<file path="src/rtl/aesf_pkg.sv">
`timescale 1ns / 1ps

package aesf_pkg;

	typedef enum logic [2:0] {
		ST_PLAIN,
		ST_ESC,
		ST_CSI1,
		ST_CSI2,
		ST_SS,
		ST_NF,
		ST_STR,
		ST_STR2
	} parse_state_t;

	localparam logic KIND_DATA = 1'b0;
	localparam logic KIND_END  = 1'b1;

	localparam logic [1:0] RC_BUSY  = 2'd0;
	localparam logic [1:0] RC_DONE  = 2'd1;
	localparam logic [1:0] RC_EMPTY = 2'd2;
	localparam logic [1:0] RC_TRUNC = 2'd3;

	localparam logic [7:0] CH_BEL     = 8'h07;
	localparam logic [7:0] CH_ESC     = 8'h1B;
	localparam logic [7:0] CH_SP      = 8'h20;
	localparam logic [7:0] CH_HASH    = 8'h23;
	localparam logic [7:0] CH_SS2     = 8'h4E;
	localparam logic [7:0] CH_SS3     = 8'h4F;
	localparam logic [7:0] CH_DCS     = 8'h50;
	localparam logic [7:0] CH_SOS     = 8'h58;
	localparam logic [7:0] CH_CSI     = 8'h5B;
	localparam logic [7:0] CH_ST      = 8'h5C;
	localparam logic [7:0] CH_OSC     = 8'h5D;
	localparam logic [7:0] CH_PM      = 8'h5E;
	localparam logic [7:0] CH_APC     = 8'h5F;
	localparam logic [7:0] CH_TILDE   = 8'h7E;
	localparam logic [7:0] CH_C1_LO   = 8'h80;
	localparam logic [7:0] CH_C1_ST   = 8'h9C;
	localparam logic [7:0] CH_UTF8_LO = 8'hC0;
	localparam logic [7:0] CH_C2_LEAD = 8'hC2;

	localparam logic [15:0] LEN_MAX = 16'hFFFF;

	typedef struct packed {
		logic       kind;
		logic [7:0] byte_value;
	} rx_word_t;

	typedef struct packed {
		logic [1:0]  result_code;
		logic [15:0] seq_length;
		logic        restarted;
	} frame_word_t;

endpackage

</file>
<file path="src/rtl/aesf_step.sv">
`timescale 1ns / 1ps

module aesf_step #(
	parameter int COUNT_WIDTH = 16
) (
	input  aesf_pkg::rx_word_t     word,
	input  aesf_pkg::parse_state_t state,
	input  logic [COUNT_WIDTH-1:0] count,
	input  logic                   second_esc,
	output aesf_pkg::parse_state_t state_next,
	output logic [COUNT_WIDTH-1:0] count_next,
	output logic                   second_esc_next,
	output aesf_pkg::frame_word_t  result
);
	import aesf_pkg::*;

	localparam logic [COUNT_WIDTH-1:0] CNT_MAX = '1;
	localparam logic [COUNT_WIDTH-1:0] CNT_ONE = COUNT_WIDTH'(1);
	localparam logic [COUNT_WIDTH-1:0] CNT_TWO = COUNT_WIDTH'(2);
	localparam logic [COUNT_WIDTH-1:0] CNT_3   = COUNT_WIDTH'(3);
	localparam logic [COUNT_WIDTH-1:0] CNT_4   = COUNT_WIDTH'(4);

	logic [7:0]             c;
	logic [COUNT_WIDTH-1:0] cnt;
	parse_state_t           ps;
	logic                   done;
	logic                   restart;
	logic [31:0]            cnt_ext;
	logic [15:0]            len;

	assign c = word.byte_value;

	// next state
	always_comb begin
		ps      = state;
		cnt     = (count != CNT_MAX) ? count + CNT_ONE : count;
		done    = 1'b0;
		restart = 1'b0;
		case (state)
			ST_PLAIN: begin
				if (c == CH_ESC) begin
					ps = ST_ESC;
				end else if (c < CH_C1_LO || c >= CH_UTF8_LO) begin
					done = 1'b1;
				end
			end
			ST_ESC: begin
				if (c inside {[CH_SP:8'h2F]}) begin
					if (c == CH_SP || c == CH_HASH) begin
						ps = ST_NF;
					end else begin
						done = 1'b1;
					end
				end else if (c inside {[8'h30:8'h3F]}) begin
					done = 1'b1;
				end else if (c inside {[8'h40:CH_APC]}) begin
					if (c == CH_CSI) begin
						ps = ST_CSI1;
					end else if (c inside {CH_SS2, CH_SS3}) begin
						ps = ST_SS;
					end else if (c inside {CH_DCS, CH_SOS, CH_OSC, CH_PM, CH_APC}) begin
						ps = ST_STR;
					end else begin
						done = 1'b1;
					end
				end else if (c == CH_ESC) begin
					// esc mashing
					if (cnt >= CNT_3) begin
						cnt  = CNT_ONE;
						done = 1'b1;
					end
				end else begin
					done = 1'b1;
				end
			end
			ST_SS: begin
				done = 1'b1;
			end
			ST_NF: begin
				if (c inside {[8'h30:CH_TILDE]}) begin
					done = 1'b1;
				end else if (!(c inside {[CH_SP:8'h2F]})) begin
					restart = 1'b1;
				end
			end
			ST_CSI1: begin
				if (c inside {[CH_SP:8'h2F]}) begin
					ps = ST_CSI2;
				end else if (c == CH_CSI && (cnt == CNT_3 || (cnt == CNT_4 && second_esc))) begin
					// linux function keys stay open
					ps = ST_CSI1;
				end else if (c inside {[8'h40:CH_TILDE]}) begin
					done = 1'b1;
				end else if (!(c inside {[8'h30:8'h3F]})) begin
					restart = 1'b1;
				end
			end
			ST_CSI2: begin
				if (c inside {[8'h40:CH_TILDE]}) begin
					done = 1'b1;
				end else if (!(c inside {[CH_SP:8'h2F]})) begin
					restart = 1'b1;
				end
			end
			ST_STR: begin
				if (c == CH_BEL) begin
					done = 1'b1;
				end else if (c == CH_ESC || c == CH_C2_LEAD) begin
					ps = ST_STR2;
				end
			end
			default: begin
				if (c == CH_BEL || c == CH_ST || c == CH_C1_ST) begin
					done = 1'b1;
				end else begin
					ps = ST_STR;
				end
			end
		endcase

		// illegal byte starts a new sequence
		if (restart) begin
			ps  = ST_PLAIN;
			cnt = CNT_ONE;
			if (c == CH_ESC) begin
				ps = ST_ESC;
			end else if (c < CH_C1_LO || c >= CH_UTF8_LO) begin
				done = 1'b1;
			end
		end

		if (word.kind == KIND_END || done) begin
			state_next      = ST_PLAIN;
			count_next      = '0;
			second_esc_next = 1'b0;
		end else begin
			state_next      = ps;
			count_next      = cnt;
			second_esc_next = (cnt == CNT_TWO) ? (c == CH_ESC) : second_esc;
		end
	end

	// result word
	always_comb begin
		cnt_ext = (word.kind == KIND_END) ? 32'(count) : 32'(cnt);
		len     = (cnt_ext > 32'(LEN_MAX)) ? LEN_MAX : cnt_ext[15:0];
		if (word.kind == KIND_END) begin
			result.result_code = (count == '0) ? RC_EMPTY : RC_TRUNC;
			result.seq_length  = (count == '0) ? 16'd0 : len;
			result.restarted   = 1'b0;
		end else begin
			result.result_code = done ? RC_DONE : RC_BUSY;
			result.seq_length  = len;
			result.restarted   = restart;
		end
	end

endmodule

</file>
<file path="src/rtl/ansi_escape_sequence_framer.sv">
`timescale 1ns / 1ps

// escape sequence framer for a terminal input byte stream
// rx channel: one word per byte (kind = data) or an end-of-input marker (kind = end)
// frame channel: one word back for every rx word, in order
//   result_code busy while a sequence is open, done on its last byte,
//   empty or truncated for end of input; seq_length is the running byte count
// path: an rx word goes into the input register, then into the result register,
//   which drives frame_valid until frame_ready takes the word
// throughput: one word per cycle unless frame_ready stalls; parse state, byte count
//   and second-byte flag change in the same cycle the word enters the result register
// a held frame word does not stop the next rx word being taken into the input
//   register; rx_ready drops only while both registers are full and frame_ready is low
// reset clears both registers' valid flags and returns the parser to the plain
//   byte state with a zero count
// COUNT_WIDTH sets the saturating byte counter; seq_length saturates at 65535

module ansi_escape_sequence_framer #(
	parameter int COUNT_WIDTH = 16
) (
	input  logic                  clk,
	input  logic                  arst_n,
	input  logic                  rx_valid,
	output logic                  rx_ready,
	input  aesf_pkg::rx_word_t    rx_word,
	output logic                  frame_valid,
	input  logic                  frame_ready,
	output aesf_pkg::frame_word_t frame_word
);
	import aesf_pkg::*;

	logic                   valid_s1;
	rx_word_t               word_s1;
	logic                   valid_s2;
	frame_word_t            word_s2;
	logic                   advance;
	parse_state_t           state_q;
	logic [COUNT_WIDTH-1:0] count_q;
	logic                   second_esc_q;
	parse_state_t           state_next;
	logic [COUNT_WIDTH-1:0] count_next;
	logic                   second_esc_next;
	frame_word_t            result;

	assign advance     = valid_s1 && (!valid_s2 || frame_ready);
	assign rx_ready    = !valid_s1 || advance;
	assign frame_valid = valid_s2;
	assign frame_word  = word_s2;

	aesf_step #(
		.COUNT_WIDTH(COUNT_WIDTH)
	) u_step (
		.word           (word_s1),
		.state          (state_q),
		.count          (count_q),
		.second_esc     (second_esc_q),
		.state_next     (state_next),
		.count_next     (count_next),
		.second_esc_next(second_esc_next),
		.result         (result)
	);

	always_ff @(posedge clk or negedge arst_n) begin
		if (!arst_n) begin
			valid_s1     <= 1'b0;
			valid_s2     <= 1'b0;
			state_q      <= ST_PLAIN;
			count_q      <= '0;
			second_esc_q <= 1'b0;
		end else begin
			if (rx_ready) begin
				valid_s1 <= rx_valid;
			end
			if (advance) begin
				valid_s2     <= 1'b1;
				state_q      <= state_next;
				count_q      <= count_next;
				second_esc_q <= second_esc_next;
			end else if (frame_ready) begin
				valid_s2 <= 1'b0;
			end
		end
	end

	always_ff @(posedge clk) begin
		if (rx_ready && rx_valid) begin
			word_s1 <= rx_word;
		end
		if (advance) begin
			word_s2 <= result;
		end
	end

	a_clear_after_end: assert property (@(posedge clk) disable iff (!arst_n)
		advance && result.result_code != RC_BUSY |=> state_q == ST_PLAIN && count_q == '0)
		else $error("parser not cleared after a finished sequence");

	a_restart_len: assert property (@(posedge clk) disable iff (!arst_n)
		advance && result.restarted |-> result.seq_length == 16'd1)
		else $error("restarted sequence does not have length one");

	a_end_no_restart: assert property (@(posedge clk) disable iff (!arst_n)
		advance && word_s1.kind == KIND_END |-> !result.restarted &&
		(result.result_code == RC_EMPTY || result.result_code == RC_TRUNC))
		else $error("end of input gave a wrong result");

	a_ready_when_empty: assert property (@(posedge clk) disable iff (!arst_n)
		!valid_s2 |-> rx_ready)
		else $error("rx stalled with an empty result register");

	a_state_held: assert property (@(posedge clk) disable iff (!arst_n)
		!advance |=> $stable(state_q) && $stable(count_q))
		else $error("parser state moved without a word");

endmodule

</file>
<file path="config.mk">
export PLATFORM = sky130hd
export DESIGN_NAME = ansi_escape_sequence_framer
export DESIGN_NICKNAME = d
export VERILOG_FILES = /design/src/rtl/aesf_pkg.sv /design/src/rtl/aesf_step.sv /design/src/rtl/ansi_escape_sequence_framer.sv
export SDC_FILE = /design/constraint.sdc
export NUM_CORES = 1
export LEC_CHECK = 0
export ABC_AREA = 0
export BUFFER_PORTS_ARGS = -buffer_cell sky130_fd_sc_hd__clkbuf_2
export CORE_AREA = 2 2 95 97
export CTS_CLUSTER_SIZE = 24
export DETAILED_ROUTE_END_ITERATION = 8
export DIE_AREA = 0 0 97 99
export GPL_TIMING_DRIVEN = 0
export PLACE_DENSITY_LB_ADDON = 0.25
export SYNTH_ARGS = -nofsm -noshare
export SYNTH_HDL_FRONTEND = slang
export SYNTH_SLANG_ARGS = --single-unit
</file>
<file path="constraint.sdc">
create_clock -name clk -period 7.34 [get_ports clk]
set_clock_uncertainty 0.2 [all_clocks]
set_input_delay 0.367 -clock clk [delete_from_list [all_inputs] [get_ports clk]]
set_output_delay 0.367 -clock clk [all_outputs]
set_load 0.01 [all_outputs]
</file>
-- Word-level counts from Yosys, hierarchy flattened
Index checks and enable logic that the tools add are counted.
- add/subtract/negate cells: 1
- order comparisons: 11
- equal/unequal tests: 35
- mux-type cells: 65
- reductions and logical operators: 29
- operator list (kind ; number):
    16-bit two-way mux ; 12
    8-bit by 7-bit equality test with 1-bit output (second input constant) ; 9
    3-bit two-way mux ; 15
    1-bit two-way mux ; 34
    16-bit by 2-bit equality test with 1-bit output (second input constant) ; 2
    32-bit by 16-bit greater-than comparator with 1-bit output (second input constant) ; 1
    19-bit two-way mux ; 1
    16-bit by 1-bit adder with 16-bit output (second input constant) ; 1
    16-bit by 3-bit equality test with 1-bit output (second input constant) ; 1
    8-bit by 6-bit equality test with 1-bit output (second input constant) ; 2
    8-bit equality test (second input constant) ; 2
    16-bit by 2-bit greater-or-equal comparator with 1-bit output (second input constant) ; 1
    8-bit by 6-bit greater-or-equal comparator with 1-bit output (second input constant) ; 2
    8-bit by 6-bit less-or-equal comparator with 1-bit output (second input constant) ; 2
    8-bit by 7-bit less-or-equal comparator with 1-bit output (second input constant) ; 2
    16-bit zero test ; 1
    16-bit inequality test (second input constant) ; 1
    3-bit one-hot mux with 5 select lines ; 1
    11-bit AND reduction ; 1
    5-bit by 1-bit inequality test with 1-bit output (second input constant) ; 2
    3-bit equality test (second input constant) ; 3
    1-bit logical AND ; 9
    1-bit logical OR ; 9
    8-bit by 3-bit equality test with 1-bit output (second input constant) ; 1
    21 further kinds ; 26
- flip-flop bits (word level): 50
- input port bits: 13
- output and inout port bits: 21
- logic and storage cells: 151

-- Longest topological paths before layout
Gate-level depths: netlist of run 1.
- depth after elaboration: 15
- gate-level depth with buffers: 11
- gate-level depth less buffers: 9

-- Modules after synthesis
From an unflattened synthesis of run 1, not the netlist that was laid out.
- cell total of the unflattened synthesis: 369
- area total of the unflattened synthesis: 3492.1 um2
- by module, submodules not included (module ; times used ; cells each ; area each (um2) ; seq. area each (um2)):
    ansi_escape_sequence_framer ; 1 ; 79 ; 1765.4 ; 1391.3
    aesf_step ; 1 ; 290 ; 1726.7 ; 0.0

-- Worst setup path before layout of run 1
Ideal clock, no wire load.
- path kind: register to register
- start point: reg count_q[1]
- end point: reg word_s2 (netlist bit frame_word[10]) (data pin)
- arrival: 2.780 ns
- setup slack: 4.208 ns
- cell stages (with the launch flop): 12
- path buffers: 2
- period minus slack after synthesis: 3.132 ns
- cells stage by stage: dfrtp_1 ha_1 buf_2 nand3_1 nor4_1 mux2i_1 o2111ai_1 or4_1 nand2_2 buf_4 nand2_1 o22ai_1
- RTL lines (item ; RTL line ; text):
    start, declared ; ansi_escape_sequence_framer.sv:38 ; logic [COUNT_WIDTH-1:0] count_q;
    start signal, assigned ; ansi_escape_sequence_framer.sv:77 ; count_q <= count_next;
    end signal, assigned ; ansi_escape_sequence_framer.sv:90 ; word_s2 <= result;
    end, declared ; ansi_escape_sequence_framer.sv:35 ; frame_word_t word_s2;

==> impl_metrics.tcl, run 1 <==
set metrics [dict create \
    hold_start "rx_word[3]" \
    p_clk_share_pct 27.5 \
    grt_max_degree 29 \
    hold_class "input port to flip-flop" \
    period_needed_ns 4.18 \
    r2r_start "count_q[1]$_DFFE_PN0P_" \
    synth_nets 399 \
    whs_ns 0.0251 \
    drt-total-wl_um 9920 \
    portBuffers 33 \
    ys.flop_type "edfxtp_1" \
    power_frac_seq_pct 55.2 \
    ff_latch_area_um2 1390 \
    ys_seq_area_share_pct 41.5 \
    ys_warn_count 0 \
    relSlewSlack_pct 30.9 \
    row_count 34 \
    antenna_found_initial 0 \
    p_leak_nw 1.43 \
    layout-drive-gt1-share_pct 16.9 \
    synth_top_family_by_area "simple AND/OR/NAND/NOR gates" \
    comb_power_share_pct 17.3 \
    via_per_inst 6.23 \
    grt_pass1_vias 3005 \
    synth_cell_type_count 63 \
    synth_xor_area_share_pct 1.31 \
    required_ns 7.29 \
    period_share_pct 56.9 \
    r2r_end "frame_word[10]$_DFFE_PP_" \
    critPathTopFamily "simple AND/OR/NAND/NOR gates" \
    ir_drop_mv 0.0942 \
    synth-adder-area-share_pct 0.747 \
    dp_hpwl_um 7190 \
    htree_levels 2 \
    synth.area.mux_share_pct 0.597 \
    grt_overflow_total 0 \
    max_clock_freq_mhz 239 \
    cts_tree "built" \
    switching_power_mw 0.168 \
    status "finished clean" \
    hold_end "word_s1[3]$_DFFE_PP_" \
    p_int_mw 0.413 \
    power_density_nw_per_um2 155 \
    routedWlPerCell_um 18.6 \
    grt_pass1_wl_um 15700 \
    avgSynthCellArea_um2 8.73 \
    ant_nets 0 \
    worstPathArrival_ns 4.13 \
    coreArea_um2 8550 \
    setup_violations 0 \
    syn_to_final_growth_pct 11.8 \
    gp_congestion 0.975 \
    synth_area_um2 3350 \
    ys_ff_latch 50 \
    cp_slowest_cell "or4_1" \
    num_io_pins 34 \
    synth-compound-area-share_pct 21.7 \
    cts_buffer_depth 2 \
    hold_depth 1 \
    drt_iter0_drc 321 \
    drc 0 \
    cts_buffers 5 \
    critPathCaptureType "flip-flop" \
    dieArea_um2 9600 \
    fill_cells 858 \
    die_x_um 97 \
    r2r_slack_ns 3.16 \
    max_stage_delay_ns 0.67 \
    cap_violations 0 \
    switching_share_pct 29.0 \
    clock_latency_ns 0.31 \
    multi_input_area_um2 1780 \
    cts_sinks 50 \
    clk_pin_slew_ns 0.09 \
    synthCells 384 \
    worst_pin_slew_ns 1.03 \
    rr_worst_depth 11 \
    initial_core_util_pct 39.2 \
    cp_num_buf_inv 2 \
    synth_edf_count 28 \
    tns_ns 0 \
    gr-usage-all-layers_pct 20.3 \
    finalHoldViolCount 0 \
    first_pass_iters 5 \
    path_cells "ha_1, buf_2, nand3_1, nor4_1, mux2i_1, o2111ai_1, or4_1, nand2_2, buf_4, nand2_1, o22ai_1" \
    ctsResizeCount 0 \
    nets 440 \
    rsz0062_at_grt "false" \
    path_max_fanout 10 \
    synth-async-reset-ratio_pct 44.0 \
    start_kind "flip-flop" \
    critical_path_class "flip-flop to flip-flop" \
    fp.dieH_um 99 \
    maxSlewViolCount 0 \
    synthSimpleGateAreaFrac_pct 28.9 \
    antennaDiodeCount 0 \
    vias 3326 \
    root_buffer "clkbuf_8" \
]
## cell families (layout without fill, tap and decap cells)
logic type / after synthesis / count (layout)
and+or+nand+nor: 174 / 174
AOI/OAI and AO/OA: 111 / 111
DFF: 50 / 50
buffers and inverters: 40 / 82
xor gates and xnor gates: 5 / 5
adders and majority gates: 2 / 2
muxes: 2 / 2
## Yosys cell counts (3+ instances only)
master	number	area, µm²
nor2_1	35	131
a21oi_1	32	160
nand2b_1	7	43.8
buf_4	3	22.5
and2_1	4	25.0
nor3_1	12	60.1
dfrtp_1	22	551
or2_2	3	18.8
nor2b_1	3	18.8
o31ai_1	10	75.1
a211oi_1	4	30.0
nor4b_1	4	35.0
edfxtp_1	28	841
o2111ai_1	3	26.3
inv_1	12	45.0
nand3_1	21	105
clkbuf_1	12	45.0
and4_1	4	35.0
xor2_1	3	26.3
and3_1	6	37.5
or4_1	3	22.5
nand4_1	10	62.6
nand2_1	29	109
o21ai_0	15	75.1
a31oi_1	11	68.8
a31o_2	3	26.3
or3_1	5	31.3
nand3b_1	6	45.0
buf_2	11	55.1
o22ai_1	9	56.3
nor4_1	9	56.3
o22a_1	3	26.3
## cells in the final DEF, fill, tap and decap left out, types with 7 or more instances in the layout
cell,instances
nor2_1,35
clkbuf_2,34
a21oi_1,32
nand2_1,29
edfxtp_1,28
dfrtp_1,22
nand3_1,21
o21ai_0,15
inv_1,12
clkbuf_1,12
nor3_1,12
buf_2,11
a31oi_1,11
nand4_1,10
o31ai_1,10
nor4_1,9
o22ai_1,9
nand2b_1,7
## metal layers
layer	GRT usage, %	wire, µm	up-vias
met5	0	0	-
met4	7.04	214	0
met3	2.62	609	22
met2	34.0	4840	143
met1	27.2	4260	1612
li1	-	-	1549
## final cells by class
class,count,area share [%]
Clock buffer,6,1.94
Timing Repair Buffer,34,4.68
Multi-Input combinational cell,294,47.6
Tap cell,108,3.61
Inverter,13,1.30
Clock inverter,2,0.267
Sequential cell,50,37.2
Buffer,27,3.41
## worst max-delay path by stage
stage	depth (start not counted)	startpoint	slack [ns]	endpoint
after global placement	11	count_q[1]$_DFFE_PN0P_	3.30	frame_word[10]$_DFFE_PP_
after detailed placement	11	count_q[1]$_DFFE_PN0P_	3.29	frame_word[10]$_DFFE_PP_
after floorplan	11	count_q[1]$_DFFE_PN0P_	4.21	frame_word[10]$_DFFE_PP_
after global routing	11	count_q[1]$_DFFE_PN0P_	2.94	frame_word[10]$_DFFE_PP_
after CTS	11	count_q[1]$_DFFE_PN0P_	3.26	frame_word[10]$_DFFE_PP_
final	11	count_q[1]$_DFFE_PN0P_	3.16	frame_word[10]$_DFFE_PP_
## metrics by stage
step | cells | utilization, % | worst slack (ns) | power (mW) | area, µm²
global route | 534 | 43.8 | 2.94 | 0.606 | 3740
global placement | 525 | 42.7 | 3.30 | 0.424 | 3650
finish | 534 | 43.8 | 3.16 | 0.581 | 3740
CTS | 534 | 43.8 | 3.26 | 0.584 | 3740
floorplan | 384 | - | 4.21 | 0.389 | 3350
detailed placement | 525 | 42.7 | 3.29 | 0.425 | 3650
## repair_timing
item                       CTS  global route
hold buffers                 1             0
setup endpoints to repair    0             0
hold endpoints to repair    22             0
buffers inserted             0             0
## registers in the layout (all words and copies together) (netlist names)
register	count
frame_valid	1
count_q	16
frame_word	19
state_q	3
second_esc_q	1
valid_s1	1
word_s1	9
## power groups by stage
stage	Sequential [mW]	Combinational, mW	Clock (mW)
final	0.321	0.100	0.160
after global routing	0.322	0.110	0.174
after CTS	0.321	0.0996	0.164
after detailed placement	0.327	0.0986	0
after global placement	0.327	0.0978	0
after floorplan	0.330	0.0592	0
## worst register-to-register path: cells and delay by family (launching register included)
kind | cells | cell delay, ns
flip-flops | 1 | 0.49
multiplexers | 1 | 0.50
AND/OR/NAND/NOR | 5 | 1.66
AO/OA/AOI/OAI | 2 | 0.46
adder cells (fa/ha/maj) | 1 | 0.24
buffers and inverters | 2 | 0.48
Power figures use the tool's default switching activity.
==> run 2: changes to the inputs <==
--- a/config.mk
+++ b/config.mk
@@ -5,12 +5,12 @@
 export SDC_FILE = /design/constraint.sdc
 export NUM_CORES = 1
 export LEC_CHECK = 0
-export ABC_AREA = 0
+export ABC_AREA = 1
 export BUFFER_PORTS_ARGS = -buffer_cell sky130_fd_sc_hd__clkbuf_2
-export CORE_AREA = 2 2 95 97
+export CORE_AREA = 2 2 96 98
 export CTS_CLUSTER_SIZE = 24
 export DETAILED_ROUTE_END_ITERATION = 8
-export DIE_AREA = 0 0 97 99
+export DIE_AREA = 0 0 98 100
 export GPL_TIMING_DRIVEN = 0
 export PLACE_DENSITY_LB_ADDON = 0.25
 export SYNTH_ARGS = -nofsm -noshare
==> constraint.sdc (replaced) <==
create_clock -name clk -period 3.4 [get_ports clk]
set_clock_uncertainty 0.2 [all_clocks]
set_input_delay 0.17 -clock clk [delete_from_list [all_inputs] [get_ports clk]]
set_output_delay 0.17 -clock clk [all_outputs]
set_load 0.01 [all_outputs]
==> run 2 against run 1 <==
Sequential cell count unchanged. Setup slack got worse by 2.7 ns. Cell count is 18% higher. Maximum frequency grew 40%. Largest power group unchanged. Core utilization rose by 0.71 points. Synthesized cell count up 21%.
==> impl_metrics.tcl, run 2 <==
set metrics [dict create \
    cts_buffers 5 \
    root_buffer "clkbuf_8" \
    grt_busiest_layer "met2" \
    relSlewSlack_pct 52.7 \
    crit_start "count_q[1]$_DFFE_PN0P_" \
    synth_cell_type_count 38 \
    path_common_cell "nor2_4" \
    critical_path_class "flip-flop to flip-flop" \
    r2r_end "count_q[12]$_DFFE_PN0P_" \
    avgSynthCellArea_um2 7.38 \
    vias 3319 \
    start_kind "flip-flop" \
    maxSlewViolCount 0 \
    cp_num_buf_inv 4 \
    worstPathArrival_ns 3.02 \
    grt_util_met1_pct 24.6 \
    cts_tree "built" \
    clk_pin_slew_ns 0.09 \
    period_share_pct 87.6 \
    whs_ns 0.200 \
    status "finished clean" \
    setup_violations 0 \
    die_x_um 98 \
    gr-usage-all-layers_pct 18.9 \
    gp_congestion 0.885 \
    rsz0062_at_grt "false" \
    worst_pin_slew_ns 0.710 \
    antenna_found_initial 0 \
    hold_class "input port to async pin" \
    r2r_slack_ns 0.42 \
    path_max_fanout 10 \
    synth_area_leaders "edfxtp_1 24%, dfrtp_1 16%, nand2_1 13%" \
    ys_warn_count 0 \
    synth_area_um2 3440 \
    ant_nets 0 \
    num_io_pins 34 \
    period_needed_ns 2.98 \
    synth.most_common_cell "nand2_1" \
    synth-async-reset-ratio_pct 44.0 \
    grt_use_met2_pct 32.8 \
    rr_worst_depth 20 \
    max_stage_delay_ns 0.45 \
    routedWlPerCell_um 14.4 \
    drt_iter0_drc 189 \
    ir_drop_mv 0.194 \
    use_met3_pct 2.51 \
    synthDominantCellAreaShare_pct 24.4 \
    nets 534 \
    via_per_inst 5.26 \
    drt-total-wl_um 9090 \
    portBuffers 33 \
    required_ns 3.44 \
    cts_setup_buffers 0 \
    critPathCaptureType "flip-flop" \
    layout-drive-gt1-share_pct 17.1 \
    fp.dieH_um 100 \
    path_cells "ha_1, inv_1, nor2_4, nand2_4, nor2_8, inv_2, buf_6, nand3_1, nor2_1, nand2_1, nor2_2, nand3_2, nand3_2, nand3_4, nor2_4, nand2_4, nor2_4, buf_12, nand2_2, o21ai_2" \
    grt_pass1_wl_um 15000 \
    synth_common_cells "115 x nand2_1, 60 x nor2_1, 59 x inv_1" \
    cts_hold_buffers 13 \
    max_clock_freq_mhz 336 \
    synthCells 466 \
    first_pass_iters 5 \
    htree_levels 2 \
    largest_reg_flops 19 \
    p_leak_nw 1.85 \
    power_density_nw_per_um2 426 \
    final_common_cell "nand2_1" \
    ys.flop_type "edfxtp_1" \
    grt_overflow_total 0 \
    ys_seq_area_share_pct 40.4 \
    dp_hpwl_um 6840 \
    critPathTopFamily "simple AND/OR/NAND/NOR gates" \
    syn_to_final_growth_pct 15.0 \
    synth_edf_count 28 \
    ys_ff_latch 50 \
    antennaDiodeCount 0 \
    mostFrequentLayoutCells "115 x nand2_1, 60 x nor2_1, 59 x inv_1" \
    cp-endpoint "count_q[12]$_DFFE_PN0P_" \
    synth_nets 481 \
    ctsResizeCount 0 \
    cts_buffer_depth 2 \
    cp_slowest_cell "dfrtp_1" \
    coreArea_um2 8890 \
    row_count 35 \
    tns_ns 0 \
    finalHoldViolCount 0 \
    yosys.area.top_type "edfxtp_1" \
    dieArea_um2 9800 \
    drc 0 \
    path_depth 20 \
    grt_max_degree 29 \
    clock_latency_ns 0.32 \
    initial_core_util_pct 38.7 \
    r2r_start "count_q[1]$_DFFE_PN0P_" \
    cap_violations 0 \
    grt_pass1_vias 3070 \
    cts_sinks 50 \
]
## run 2: cell types whose count changed after synthesis, sizes merged, moves of 7 or more
cell,delta
nand2b,-7
a31oi,-10
buf,-11
nand2,+102
nor4,-9
o21ai,+31
nor2,+35
a21oi,-26
o31ai,-8
inv,+49
nand3,+16
## run 2: final cells by class
cell class                      count  area, µm²
Timing Repair Buffer               46        295
Clock buffer                        8       80.1
Inverter                           61        229
Buffer                             11       67.6
Tap cell                          111        139
Fill cell                         899       4930
Sequential cell                    50       1390
Multi-Input combinational cell    344       1750
## run 2: kinds of logic after synthesis
logic type               after synthesis  synth area share [%]
adder cells (fa/ha/maj)                2                 0.727
AND/OR/NAND/NOR                      269                  37.1
AO/OA/AOI/OAI                         71                  12.7
XOR/XNOR                               2                 0.509
flip-flops                            50                  40.4
buffers and inverters                 72                  8.58
## run 2: how the worst min path moves through the flow
stage	startpoint	endpoint	cells after the start
CTS	arst_n	state_q[1]$_DFFE_PN0P_	2
detailed placement	arst_n	frame_valid$_DFFE_PN0P_	1
floorplan	arst_n	count_q[0]$_DFFE_PN0P_	0
global route	arst_n	state_q[0]$_DFFE_PN0P_	2
global placement	arst_n	valid_s1$_DFFE_PN0N_	1
finish	arst_n	frame_valid$_DFFE_PN0P_	2
## run 2: stage by stage
stage	power [mW]	cells	setup WS, ns	utilization, %	cell area (µm²)
3_5_place_dp	1.33	610	0.446	42.1	3750
2_1_floorplan	1.17	466	0.817	-	3440
6_report	1.69	631	0.421	44.5	3960
4_1_cts	1.70	631	0.425	44.5	3960
5_1_grt	1.79	631	0.127	44.5	3960
3_3_place_gp	1.32	610	0.465	42.1	3740
## run 2: power breakdown
group          switching, mW  leakage (nW)  internal (mW)
combinational          0.379          1.23          0.199
clock                  0.205        0.0395          0.147
sequential            0.0435         0.577          0.712
total                  0.628          1.85           1.06
## run 2: metal layers
metal | up-vias | share of wire (%)
li1 | 1647 | -
met1 | 1555 | 45
met2 | 100 | 48
met3 | 17 | 4.4
met4 | 0 | 1.9
met5 | - | 0
